===== config.mk =====
export PLATFORM = sky130hd
export DESIGN_NAME = dictzip_header_parser_top_flat
export DESIGN_NICKNAME = d
export VERILOG_FILES = /design/src/rtl/dzhp_pkg.sv /design/src/rtl/dzhp_in_if.sv /design/src/rtl/dzhp_out_if.sv /design/src/rtl/dictzip_header_parser_top.sv /design/src/flat_wrapper.sv
export SDC_FILE = /design/constraint.sdc
export NUM_CORES = 2
export LEC_CHECK = 0
export BUFFER_PORTS_ARGS = -buffer_cell sky130_fd_sc_hd__clkbuf_2
export CORE_MARGIN = 2
export CORE_UTILIZATION = 35
export DETAILED_ROUTE_END_ITERATION = 12
export PLACE_DENSITY_LB_ADDON = 0.05
export SLEW_MARGIN = 20
export SYNTH_ARGS = -nofsm -noshare
export SYNTH_HDL_FRONTEND = slang
export SYNTH_SLANG_ARGS = --single-unit

===== constraint.sdc =====
create_clock -name clk -period 29.2 [get_ports clk]
set_clock_uncertainty 0.15 [all_clocks]
set_input_delay 1.46 -clock clk [delete_from_list [all_inputs] [get_ports clk]]
set_output_delay 1.46 -clock clk [all_outputs]
set_load 0.01 [all_outputs]

===== src/rtl/dzhp_pkg.sv =====
// Shared types and constants for the dictzip header parser.
// No dependencies; compiled before every other file of the block.
`default_nettype none

package dzhp_pkg;

  // Default width of the byte counter and of the absolute offsets
  localparam int OFFSET_BITS_DEF = 32;

  // Result queue depth; two slots are kept free for the worst-case byte
  localparam int RQ_DEPTH = 4;

  // gzip / dictzip header constants
  localparam logic [7:0] GZ_ID1      = 8'h1f;
  localparam logic [7:0] GZ_ID2      = 8'h8b;
  localparam logic [7:0] GZ_CM_DEFL  = 8'd8;
  localparam logic [7:0] RA_SI1      = 8'h52;
  localparam logic [7:0] RA_SI2      = 8'h41;
  localparam logic [15:0] RA_VERSION = 16'd1;
  localparam logic [15:0] RA_HDR_LEN = 16'd4;
  localparam logic [3:0] FIXED_LEN   = 4'd12;
  localparam int FLG_HCRC  = 1;
  localparam int FLG_EXTRA = 2;
  localparam int FLG_NAME  = 3;
  localparam int FLG_COMM  = 4;

  // Header byte positions inside the fixed part
  localparam logic [3:0] POS_ID1   = 4'd0;
  localparam logic [3:0] POS_ID2   = 4'd1;
  localparam logic [3:0] POS_CM    = 4'd2;
  localparam logic [3:0] POS_FLG   = 4'd3;
  localparam logic [3:0] POS_XLEN0 = 4'd10;
  localparam logic [3:0] POS_XLEN1 = 4'd11;

  // Byte offsets inside the RA subfield header
  localparam logic [3:0] SUB_SI1  = 4'd0;
  localparam logic [3:0] SUB_SI2  = 4'd1;
  localparam logic [3:0] SUB_LEN  = 4'd3;
  localparam logic [3:0] SUB_VER  = 4'd5;
  localparam logic [3:0] SUB_CLEN = 4'd7;
  localparam logic [3:0] SUB_CCNT = 4'd9;

  // Summary status codes
  localparam logic [1:0] ST_OK     = 2'd0;
  localparam logic [1:0] ST_NOT_DZ = 2'd1;
  localparam logic [1:0] ST_BAD    = 2'd2;

  typedef enum logic [9:0] {
    PH_FIXED   = 10'b00_0000_0001,
    PH_SUB     = 10'b00_0000_0010,
    PH_TABLE   = 10'b00_0000_0100,
    PH_SKIP    = 10'b00_0000_1000,
    PH_NAME    = 10'b00_0001_0000,
    PH_COMMENT = 10'b00_0010_0000,
    PH_CRC1    = 10'b00_0100_0000,
    PH_CRC2    = 10'b00_1000_0000,
    PH_DATA    = 10'b01_0000_0000,
    PH_FAILED  = 10'b10_0000_0000
  } phase_t;

  typedef struct packed {
    logic        is_summary;
    logic [15:0] chunk_index;
    logic [31:0] chunk_start;
    logic [1:0]  status;
    logic [31:0] data_begin;
    logic [15:0] chunk_span;
    logic [15:0] chunk_total;
    logic [31:0] end_offset;
  } res_t;

  // Phase that follows a finished header section, given the gzip flags
  function automatic phase_t leave_next(phase_t done, logic [7:0] flags);
    phase_t nx;
    nx = PH_DATA;
    case (done)
      PH_SKIP: begin
        if (flags[FLG_NAME]) nx = PH_NAME;
        else if (flags[FLG_COMM]) nx = PH_COMMENT;
        else if (flags[FLG_HCRC]) nx = PH_CRC1;
      end
      PH_NAME: begin
        if (flags[FLG_COMM]) nx = PH_COMMENT;
        else if (flags[FLG_HCRC]) nx = PH_CRC1;
      end
      PH_COMMENT: begin
        if (flags[FLG_HCRC]) nx = PH_CRC1;
      end
      default: nx = PH_DATA;
    endcase
    return nx;
  endfunction

endpackage

`default_nettype wire


===== src/rtl/dzhp_in_if.sv =====
// Input channel of the dictzip header parser: one file byte per transaction.
// Depends on nothing.
`default_nettype none

interface dzhp_in_if;
  logic       valid;
  logic       ready;
  logic [7:0] file_byte;
  logic       last_byte;

  modport source (output valid, output file_byte, output last_byte, input ready);
  modport sink   (input valid, input file_byte, input last_byte, output ready);
endinterface

`default_nettype wire


===== src/rtl/dzhp_out_if.sv =====
// Result channel of the dictzip header parser: chunk entries and summaries.
// Depends on nothing.
`default_nettype none

interface dzhp_out_if;
  logic        valid;
  logic        ready;
  logic        is_summary;
  logic [15:0] chunk_index;
  logic [31:0] chunk_start;
  logic [1:0]  status;
  logic [31:0] data_begin;
  logic [15:0] chunk_span;
  logic [15:0] chunk_total;
  logic [31:0] end_offset;

  modport source (output valid, output is_summary, output chunk_index, output chunk_start,
                  output status, output data_begin, output chunk_span,
                  output chunk_total, output end_offset, input ready);
  modport sink   (input valid, input is_summary, input chunk_index, input chunk_start,
                  input status, input data_begin, input chunk_span,
                  input chunk_total, input end_offset, output ready);
endinterface

`default_nettype wire


===== src/rtl/dictzip_header_parser_top.sv =====
// Dictzip header parser top level: byte-wise header walk and result queue.
// Depends on dzhp_pkg, dzhp_in_if and dzhp_out_if.
`default_nettype none

// Accepts one file byte per clock cycle. Each byte is parsed in the cycle it is
// accepted and its results are written to a four-entry result queue, from which
// out_ch offers them in order. Every word of the chunk table gives one chunk
// entry; the final byte gives a summary, and a final byte that completes a
// table word gives both. Input ready stays high while the queue has two free
// slots, so with a sink that takes a result every cycle the block sustains one
// byte per cycle; otherwise the rate follows the sink. After the summary all
// state returns to reset values and the next file may start with the next byte.
module dictzip_header_parser_top
  import dzhp_pkg::*;
#(
  parameter int OFFSET_BITS = OFFSET_BITS_DEF
) (
  input  wire         clk,
  input  wire         rst,
  dzhp_in_if.sink     in_ch,
  dzhp_out_if.source  out_ch
);

  localparam int CW    = (OFFSET_BITS > 32) ? OFFSET_BITS : 32;
  localparam int PTR_W = $clog2(RQ_DEPTH);
  localparam int CNT_W = $clog2(RQ_DEPTH + 1);

  // Parser state
  logic [OFFSET_BITS-1:0] byte_position, byte_position_next;
  logic [OFFSET_BITS-1:0] data_count, data_count_next;
  phase_t                 phase, phase_next;
  logic [7:0]             header_flags, header_flags_next;
  logic [15:0]            extra_length, extra_length_next;
  logic [16:0]            extra_last, extra_last_next;
  logic [7:0]             low_byte_latch, low_byte_latch_next;
  logic [15:0]            length_per_chunk, length_per_chunk_next;
  logic [15:0]            declared_chunks, declared_chunks_next;
  logic [15:0]            chunks_seen, chunks_seen_next;
  logic [31:0]            running_sum, running_sum_next;
  logic [31:0]            data_start, data_start_next;
  logic [1:0]             first_error, first_error_next;

  // Result queue
  res_t               rq [RQ_DEPTH];
  logic [PTR_W-1:0]   head, tail, tail_p1;
  logic [CNT_W-1:0]   count;

  logic       in_acc, out_acc;
  logic [7:0] b;
  logic [15:0] word;
  logic [3:0] sub_e;
  logic       sat, at_extra_last;
  logic       fail_req, tdone, leave;
  logic [1:0] fail_code;
  phase_t     leave_from;
  logic       chunk_push;
  res_t       chunk_res, sum_res;
  logic [1:0] push_n;

  assign in_acc  = in_ch.valid && in_ch.ready;
  assign out_acc = out_ch.valid && out_ch.ready;
  assign b       = in_ch.file_byte;
  assign word    = {b, low_byte_latch};
  assign sub_e   = 4'(byte_position[4:0] - 5'(FIXED_LEN));
  assign sat     = (byte_position == '1);
  assign at_extra_last = (CW'(byte_position) == CW'(extra_last));

  always_comb begin
    byte_position_next    = byte_position;
    data_count_next       = data_count;
    phase_next            = phase;
    header_flags_next     = header_flags;
    extra_length_next     = extra_length;
    extra_last_next       = extra_last;
    low_byte_latch_next   = low_byte_latch;
    length_per_chunk_next = length_per_chunk;
    declared_chunks_next  = declared_chunks;
    chunks_seen_next      = chunks_seen;
    running_sum_next      = running_sum;
    data_start_next       = data_start;
    first_error_next      = first_error;
    fail_req   = 1'b0;
    fail_code  = ST_OK;
    tdone      = 1'b0;
    leave      = 1'b0;
    leave_from = PH_SKIP;
    chunk_push = 1'b0;
    chunk_res  = '0;
    sum_res    = '0;

    if (sat) begin
      // counter has stopped: drop the byte and flag it
      fail_req  = 1'b1;
      fail_code = ST_BAD;
    end else begin
      byte_position_next = byte_position + OFFSET_BITS'(1);
      case (phase)
        PH_FIXED: begin
          case (byte_position[3:0])
            POS_ID1: if (b != GZ_ID1) begin fail_req = 1'b1; fail_code = ST_NOT_DZ; end
            POS_ID2: if (b != GZ_ID2) begin fail_req = 1'b1; fail_code = ST_NOT_DZ; end
            POS_CM:  if (b != GZ_CM_DEFL) begin fail_req = 1'b1; fail_code = ST_NOT_DZ; end
            POS_FLG: begin
              header_flags_next = b;
              if (!b[FLG_EXTRA]) begin fail_req = 1'b1; fail_code = ST_BAD; end
            end
            POS_XLEN0: low_byte_latch_next = b;
            POS_XLEN1: begin
              extra_length_next = word;
              extra_last_next   = 17'(word) + 17'(POS_XLEN1);
              if (word == 16'd0) begin
                fail_req  = 1'b1;
                fail_code = ST_BAD;
              end else begin
                phase_next = PH_SUB;
              end
            end
            default: ;
          endcase
        end
        PH_SUB: begin
          case (sub_e)
            SUB_SI1: if (b != RA_SI1) begin fail_req = 1'b1; fail_code = ST_BAD; end
            SUB_SI2: if (b != RA_SI2) begin fail_req = 1'b1; fail_code = ST_BAD; end
            SUB_LEN: begin
              if (extra_length < RA_HDR_LEN || word != (extra_length - RA_HDR_LEN)) begin
                fail_req  = 1'b1;
                fail_code = ST_BAD;
              end
            end
            SUB_VER: if (word != RA_VERSION) begin fail_req = 1'b1; fail_code = ST_BAD; end
            SUB_CLEN: length_per_chunk_next = word;
            SUB_CCNT: begin
              declared_chunks_next = word;
              if (word == 16'd0) tdone = 1'b1;
              else phase_next = PH_TABLE;
            end
            default: low_byte_latch_next = b;  // even offsets: low byte of a word
          endcase
        end
        PH_TABLE: begin
          if (!byte_position[0]) begin
            low_byte_latch_next = b;
          end else begin
            chunk_push             = 1'b1;
            chunk_res.chunk_index  = chunks_seen;
            chunk_res.chunk_start  = running_sum;
            chunk_res.chunk_span   = length_per_chunk;
            chunk_res.chunk_total  = declared_chunks;
            running_sum_next = running_sum + 32'(word);
            chunks_seen_next = chunks_seen + 16'd1;
            if (chunks_seen_next == declared_chunks) tdone = 1'b1;
          end
        end
        PH_SKIP: begin
          if (at_extra_last) leave = 1'b1;
        end
        PH_NAME, PH_COMMENT: begin
          if (b == 8'd0) begin
            leave      = 1'b1;
            leave_from = phase;
          end
        end
        PH_CRC1: phase_next = PH_CRC2;
        PH_CRC2: begin
          leave      = 1'b1;
          leave_from = PH_CRC2;
        end
        PH_DATA: data_count_next = data_count + OFFSET_BITS'(1);
        default: ;
      endcase

      // table finished: leave at once if the extra field ends here, else skip the rest
      if (tdone) begin
        if (at_extra_last) leave = 1'b1;
        else phase_next = PH_SKIP;
      end
      if (leave) begin
        phase_next = leave_next(leave_from, header_flags);
        if (phase_next == PH_DATA) begin
          data_start_next = 32'(byte_position_next);
          data_count_next = '0;
        end
      end
      // subfield or table still open at the last byte of the extra field
      if (!fail_req && (phase == PH_SUB || phase == PH_TABLE) &&
          (phase_next == PH_SUB || phase_next == PH_TABLE) && at_extra_last) begin
        fail_req  = 1'b1;
        fail_code = ST_BAD;
      end
    end

    if (fail_req) begin
      if (first_error == ST_OK) first_error_next = fail_code;
      phase_next = PH_FAILED;
    end

    sum_res.is_summary  = 1'b1;
    sum_res.chunk_span  = length_per_chunk_next;
    sum_res.chunk_total = declared_chunks_next;
    if (byte_position_next < OFFSET_BITS'(FIXED_LEN)) begin
      sum_res.status = ST_NOT_DZ;
    end else if (first_error_next != ST_OK) begin
      sum_res.status = first_error_next;
    end else if (phase_next != PH_DATA || data_count_next == '0) begin
      sum_res.status = ST_BAD;
    end else if (CW'(running_sum_next) > CW'(data_count_next)) begin
      sum_res.status = ST_BAD;
    end else begin
      sum_res.status     = ST_OK;
      sum_res.data_begin = data_start_next;
      sum_res.end_offset = data_start_next + running_sum_next;
    end

    // summary ends the run: return to reset values
    if (in_ch.last_byte) begin
      byte_position_next    = '0;
      data_count_next       = '0;
      phase_next            = PH_FIXED;
      header_flags_next     = '0;
      extra_length_next     = '0;
      extra_last_next       = 17'(POS_XLEN1);
      low_byte_latch_next   = '0;
      length_per_chunk_next = '0;
      declared_chunks_next  = '0;
      chunks_seen_next      = '0;
      running_sum_next      = '0;
      data_start_next       = '0;
      first_error_next      = ST_OK;
    end
  end

  always_ff @(posedge clk) begin
    if (rst) begin
      byte_position    <= '0;
      data_count       <= '0;
      phase            <= PH_FIXED;
      header_flags     <= '0;
      extra_length     <= '0;
      extra_last       <= 17'(POS_XLEN1);
      low_byte_latch   <= '0;
      length_per_chunk <= '0;
      declared_chunks  <= '0;
      chunks_seen      <= '0;
      running_sum      <= '0;
      data_start       <= '0;
      first_error      <= ST_OK;
    end else if (in_acc) begin
      byte_position    <= byte_position_next;
      data_count       <= data_count_next;
      phase            <= phase_next;
      header_flags     <= header_flags_next;
      extra_length     <= extra_length_next;
      extra_last       <= extra_last_next;
      low_byte_latch   <= low_byte_latch_next;
      length_per_chunk <= length_per_chunk_next;
      declared_chunks  <= declared_chunks_next;
      chunks_seen      <= chunks_seen_next;
      running_sum      <= running_sum_next;
      data_start       <= data_start_next;
      first_error      <= first_error_next;
    end
  end

  // Result queue: up to two writes per accepted byte, one read per transaction
  assign tail_p1 = tail + PTR_W'(1);
  assign push_n  = in_acc ? (2'(chunk_push) + 2'(in_ch.last_byte)) : 2'd0;

  always_ff @(posedge clk) begin
    if (in_acc) begin
      if (chunk_push) begin
        rq[tail] <= chunk_res;
        if (in_ch.last_byte) rq[tail_p1] <= sum_res;
      end else if (in_ch.last_byte) begin
        rq[tail] <= sum_res;
      end
    end
  end

  always_ff @(posedge clk) begin
    if (rst) begin
      head  <= '0;
      tail  <= '0;
      count <= '0;
    end else begin
      tail  <= tail + PTR_W'(push_n);
      if (out_acc) head <= head + PTR_W'(1);
      count <= count + CNT_W'(push_n) - CNT_W'(out_acc);
    end
  end

  assign in_ch.ready        = (count <= CNT_W'(RQ_DEPTH - 2));
  assign out_ch.valid       = (count != '0);
  assign out_ch.is_summary  = rq[head].is_summary;
  assign out_ch.chunk_index = rq[head].chunk_index;
  assign out_ch.chunk_start = rq[head].chunk_start;
  assign out_ch.status      = rq[head].status;
  assign out_ch.data_begin  = rq[head].data_begin;
  assign out_ch.chunk_span  = rq[head].chunk_span;
  assign out_ch.chunk_total = rq[head].chunk_total;
  assign out_ch.end_offset  = rq[head].end_offset;

  // Checks
  a_restart: assert property (@(posedge clk) disable iff (rst)
    in_acc && in_ch.last_byte |=> (phase == PH_FIXED && byte_position == '0))
    else $error("parser did not return to the start after a summary");

  a_two_push: assert property (@(posedge clk) disable iff (rst)
    (push_n == 2'd2) |-> (phase == PH_TABLE && in_ch.last_byte))
    else $error("double result outside a final table word");

  a_table_bound: assert property (@(posedge clk) disable iff (rst)
    (phase == PH_TABLE) |-> (chunks_seen < declared_chunks))
    else $error("chunk table walked past the declared count");

  a_no_overflow: assert property (@(posedge clk) disable iff (rst)
    (count > CNT_W'(RQ_DEPTH - 2)) |=> (count <= CNT_W'(RQ_DEPTH)))
    else $error("result queue overflow");

endmodule

`default_nettype wire


===== src/flat_wrapper.sv =====
// flat-port wrapper written by rule: the top's interface ports become plain ports
module dictzip_header_parser_top_flat import dzhp_pkg::*;
#(
  parameter int OFFSET_BITS = OFFSET_BITS_DEF
)
  (clk, rst, in_ch_valid, in_ch_file_byte, in_ch_last_byte, in_ch_ready, out_ch_valid, out_ch_is_summary, out_ch_chunk_index, out_ch_chunk_start, out_ch_status, out_ch_data_begin, out_ch_chunk_span, out_ch_chunk_total, out_ch_end_offset, out_ch_ready);
  dzhp_in_if in_ch_i ();
  dzhp_out_if out_ch_i ();
  input  wire clk;
  input  wire rst;
  input wire logic [$bits(in_ch_i.valid)-1:0] in_ch_valid;
  input wire logic [$bits(in_ch_i.file_byte)-1:0] in_ch_file_byte;
  input wire logic [$bits(in_ch_i.last_byte)-1:0] in_ch_last_byte;
  output wire logic [$bits(in_ch_i.ready)-1:0] in_ch_ready;
  output wire logic [$bits(out_ch_i.valid)-1:0] out_ch_valid;
  output wire logic [$bits(out_ch_i.is_summary)-1:0] out_ch_is_summary;
  output wire logic [$bits(out_ch_i.chunk_index)-1:0] out_ch_chunk_index;
  output wire logic [$bits(out_ch_i.chunk_start)-1:0] out_ch_chunk_start;
  output wire logic [$bits(out_ch_i.status)-1:0] out_ch_status;
  output wire logic [$bits(out_ch_i.data_begin)-1:0] out_ch_data_begin;
  output wire logic [$bits(out_ch_i.chunk_span)-1:0] out_ch_chunk_span;
  output wire logic [$bits(out_ch_i.chunk_total)-1:0] out_ch_chunk_total;
  output wire logic [$bits(out_ch_i.end_offset)-1:0] out_ch_end_offset;
  input wire logic [$bits(out_ch_i.ready)-1:0] out_ch_ready;
  assign in_ch_i.valid = in_ch_valid;
  assign in_ch_i.file_byte = in_ch_file_byte;
  assign in_ch_i.last_byte = in_ch_last_byte;
  assign in_ch_ready = in_ch_i.ready;
  assign out_ch_valid = out_ch_i.valid;
  assign out_ch_is_summary = out_ch_i.is_summary;
  assign out_ch_chunk_index = out_ch_i.chunk_index;
  assign out_ch_chunk_start = out_ch_i.chunk_start;
  assign out_ch_status = out_ch_i.status;
  assign out_ch_data_begin = out_ch_i.data_begin;
  assign out_ch_chunk_span = out_ch_i.chunk_span;
  assign out_ch_chunk_total = out_ch_i.chunk_total;
  assign out_ch_end_offset = out_ch_i.end_offset;
  assign out_ch_i.ready = out_ch_ready;
  dictzip_header_parser_top #(.OFFSET_BITS(OFFSET_BITS)) u_core (.clk(clk), .rst(rst), .in_ch(in_ch_i), .out_ch(out_ch_i));
endmodule

==> summary.md <==
| Metric | Value |
|---|---|
| Status | `completed` |
| Non-filler cells, final | `6,004` |
| Hold Path Class | `flip-flop to flip-flop` |
| Max stage delay on crit path | `0.78 ns` |
| Most common cell in the netlist | `nor2_1` |
| DR pass1 iterations | `6` |
| Vias in the first global route | `33,740` |
| Worst EP required | `29.44 ns` |
| Ratio of cells with drive above 1 in the final layout | `0.1452` |
| RSZ-0062 raised after global routing | `no` |
| Iteration-0 DRC count of the detailed router | `2,915` |
| Root buffer cell | `clkbuf_16` |
| Final hold violations | `0` |
| Commonest cells in the netlist | `nor2_1, dfxtp_1, edfxtp_1` |
| Pin count of the biggest net entering global routing | `256` |
| Placeable Area | `0.1236 mm^2` |
| TritonCTS clock tree | `yes` |
| # DRC | `0` |
| Crit. End Element | `flip-flop` |
| Leak | `16.37 nW` |
| Final setup viols | `0` |
| Routability cong. | `0.8650` |
| Crit start category | `input port` |
| IO Pins | `162` |
| Sink Count | `829` |
| Relative slew margins | `0.1928` |
| Register area share after synthesis | `0.4704` |
| Synthesized net count | `4,461` |
| Htree depth | `3` |
| Critical path's slowest cell | `nor4_1` |
| First-pass GRT wire length | `236,500 um` |
| Post-Syn Area per Cell | `10.03 um^2` |
| Tot GR Track Use | `0.2469` |
| Final setup margin | `21.14 ns` |
| Power per cell area | `61.10 mW/mm^2` |
| Max Cap Viol | `0` |
| Final Net Count | `4,394` |
| Clock Path Buffers | `3` |
| Detail Placement HPWL | `104,800 um` |
| Pins Over Slew Limit | `0` |
| Gate Count Post-Synth | `4,350` |
| Area growth from synthesis to final layout | `12.03%` |
| Worst vdd ir | `0.05111 mV` |
| Mapped Area | `0.04362 mm^2` |
| Initial antenna violation count | `3` |
| Yosys cell types | `91` |
| GR Overflow Total | `0` |
| Post-CTS Setup Inserts | `0` |
| Register area | `0.02053 mm^2` |
| CP arrival | `8.30 ns` |
| Routed vias | `34,910` |
| Slew @ Worst Pin | `1.211 ns` |
| Site Rows | `129` |
| Tcrit/Tclk final | `0.2760` |
| Post-DR wirelength/cell | `26.66 um` |
| Top cell type's share of synthesized area | `0.2698` |
| Total CTS buffers | `98` |
| # placed instances | `5,818` |
| Synth warn | `0` |
| Post-synth ARST share | `0` |
| Post-synth EDFFs | `392` |
| Initial Util | `0.3528` |
| Largest area contributor in the netlist | `edfxtp_1` |
| Die height | `357.0 um` |
| Top FF cell, synth | `dfxtp_1` |
| Multi-input logic area | `0.02119 mm^2` |
| CP max FO | `31` |
| Post-CTS sizing | `0` |
| Vias per cell | `5.814` |
| Final Core Density | `0.3953` |
| Fmax | `124.1 MHz` |
| DIE AREA | `0.1275 mm^2` |
| Fin crit period | `8.060 ns` |
| ANT nets after route | `0` |
| Place WS | `20.58 ns` |
| Number of synthesized register bits | `829` |
| Fin Setup TNS | `0 ns` |
| Synth area leaders | `edfxtp_1, dfxtp_1, mux4_2` |
| WHS | `0.2940 ns` |
| Critical Path, Cell by Cell | `clkbuf_2, nor4_1, nand4_1, a21oi_1, a211o_1, a31o_2, a21oi_2, buf_4, nor2_2, buf_4, mux2i_1, inv_1, ha_1, nor2b_1, o21ai_0, a2111oi_0, nor2_1, o21ai_1, a211oi_1, o21ai_0, nand2b_1, a311oi_1, nor4_1` |
| CTS Hold Bufs | `0` |
| Crit path kind | `input port to flip-flop` |
| Insertion delay to the later sink of the worst-skew pair | `0.69 ns` |
| Chip width | `357.0 um` |
| Final WL | `160,000 um` |
| Fill cell count | `12,290` |
| Port buffer count | `161` |
| Clk pin slew, worst setup/hold paths | `0.06 ns` |
-- state kept, by name, indices dropped and copies added (netlist names), 17 cells and up, named ones only --
signal,flops
u_core.byte_position,32
u_core.rq,588
u_core.extra_last,17
u_core.data_start,32
u_core.data_count,32
u_core.running_sum,32
-- final cells by class --
type	count	area share
Multi-Input combinational cell	3021	0.4335
Sequential cell	829	0.4200
Clock buffer	134	0.05625
Tap cell	1637	0.04191
Timing Repair Buffer	250	0.03218
Clock inverter	49	0.009703
Inverter	83	0.006375
Antenna cell	1	0.00005120
-- through the flow --
step           instance area, um^2  total power, W
6_report                     48870        0.002986
5_1_grt                      48870        0.003098
4_1_cts                      48810        0.003024
3_5_place_dp                 45590        0.001785
3_3_place_gp                 45580        0.001785
2_1_floorplan                43620        0.001583
-- placed cells by master, fill, tap and decap left out, types with 24 or more instances in the layout --
cell type,count
edfxtp_1,392
clkbuf_16,99
ha_1,95
o21ai_0,196
mux4_2,147
nand3_1,169
nor2b_1,27
xnor2_1,136
nor4_1,264
inv_1,83
a21oi_1,270
nand2_1,249
clkbuf_2,160
a311oi_1,24
nor2_1,485
and3_1,42
a22oi_1,80
a2bb2oi_1,35
a22o_1,129
or3_1,26
dfxtp_1,435
a211oi_1,30
mux2i_1,27
nor3_1,97
xor2_1,68
nand4_1,55
buf_4,83
a31oi_1,30
-- per-layer routing --
metal,routed length (um),track usage,up-vias,share of wire
met4,3058,0.05311,2,0.019
met1,74140,0.3523,17620,0.46
met2,74990,0.4003,879,0.47
met3,7835,0.03133,162,0.049
met5,13,0,-,0.000081
li1,-,-,16250,-
-- logic make-up after synthesis --
family                   after synthesis  synth area share
AO/OA/AOI/OAI                        960            0.1450
buffers and inverters                500           0.04864
multiplexers                         177           0.08286
adder cells (fa/ha/maj)               98           0.02862
AND/OR/NAND/NOR                     1581            0.1830
XOR/XNOR                             205           0.04150
flip-flops                           829            0.4704
-- critical path: cells and delay by family --
family	cells	cell delay (ns)
AOI/OAI and AO/OA	10	2.71
muxes	1	0.49
buffers and inverters	4	1.10
and+or+nand+nor	7	2.13
adders and majority gates	1	0.37
-- worst paths after layout --
check                           from           endpoint  slack (ns)  depth (start not counted)
max               in_ch_file_byte[0]   u_core.rq[1][20]       21.14                         23
min                u_core.rq[1][146]  u_core.rq[1][146]        0.29                          2
max reg2reg  u_core.byte_position[0]   u_core.rq[1][20]       21.28                         25
min reg2reg        u_core.rq[1][146]  u_core.rq[1][146]        0.29                          2
-- report_power, final --
group	switching [W]	internal, W
Sequential	0.0000303	0.00124
Clock	0.000527	0.000707
Combinational	0.000304	0.000176
Total	0.000862	0.00212
Power figures use the tool's default switching activity.
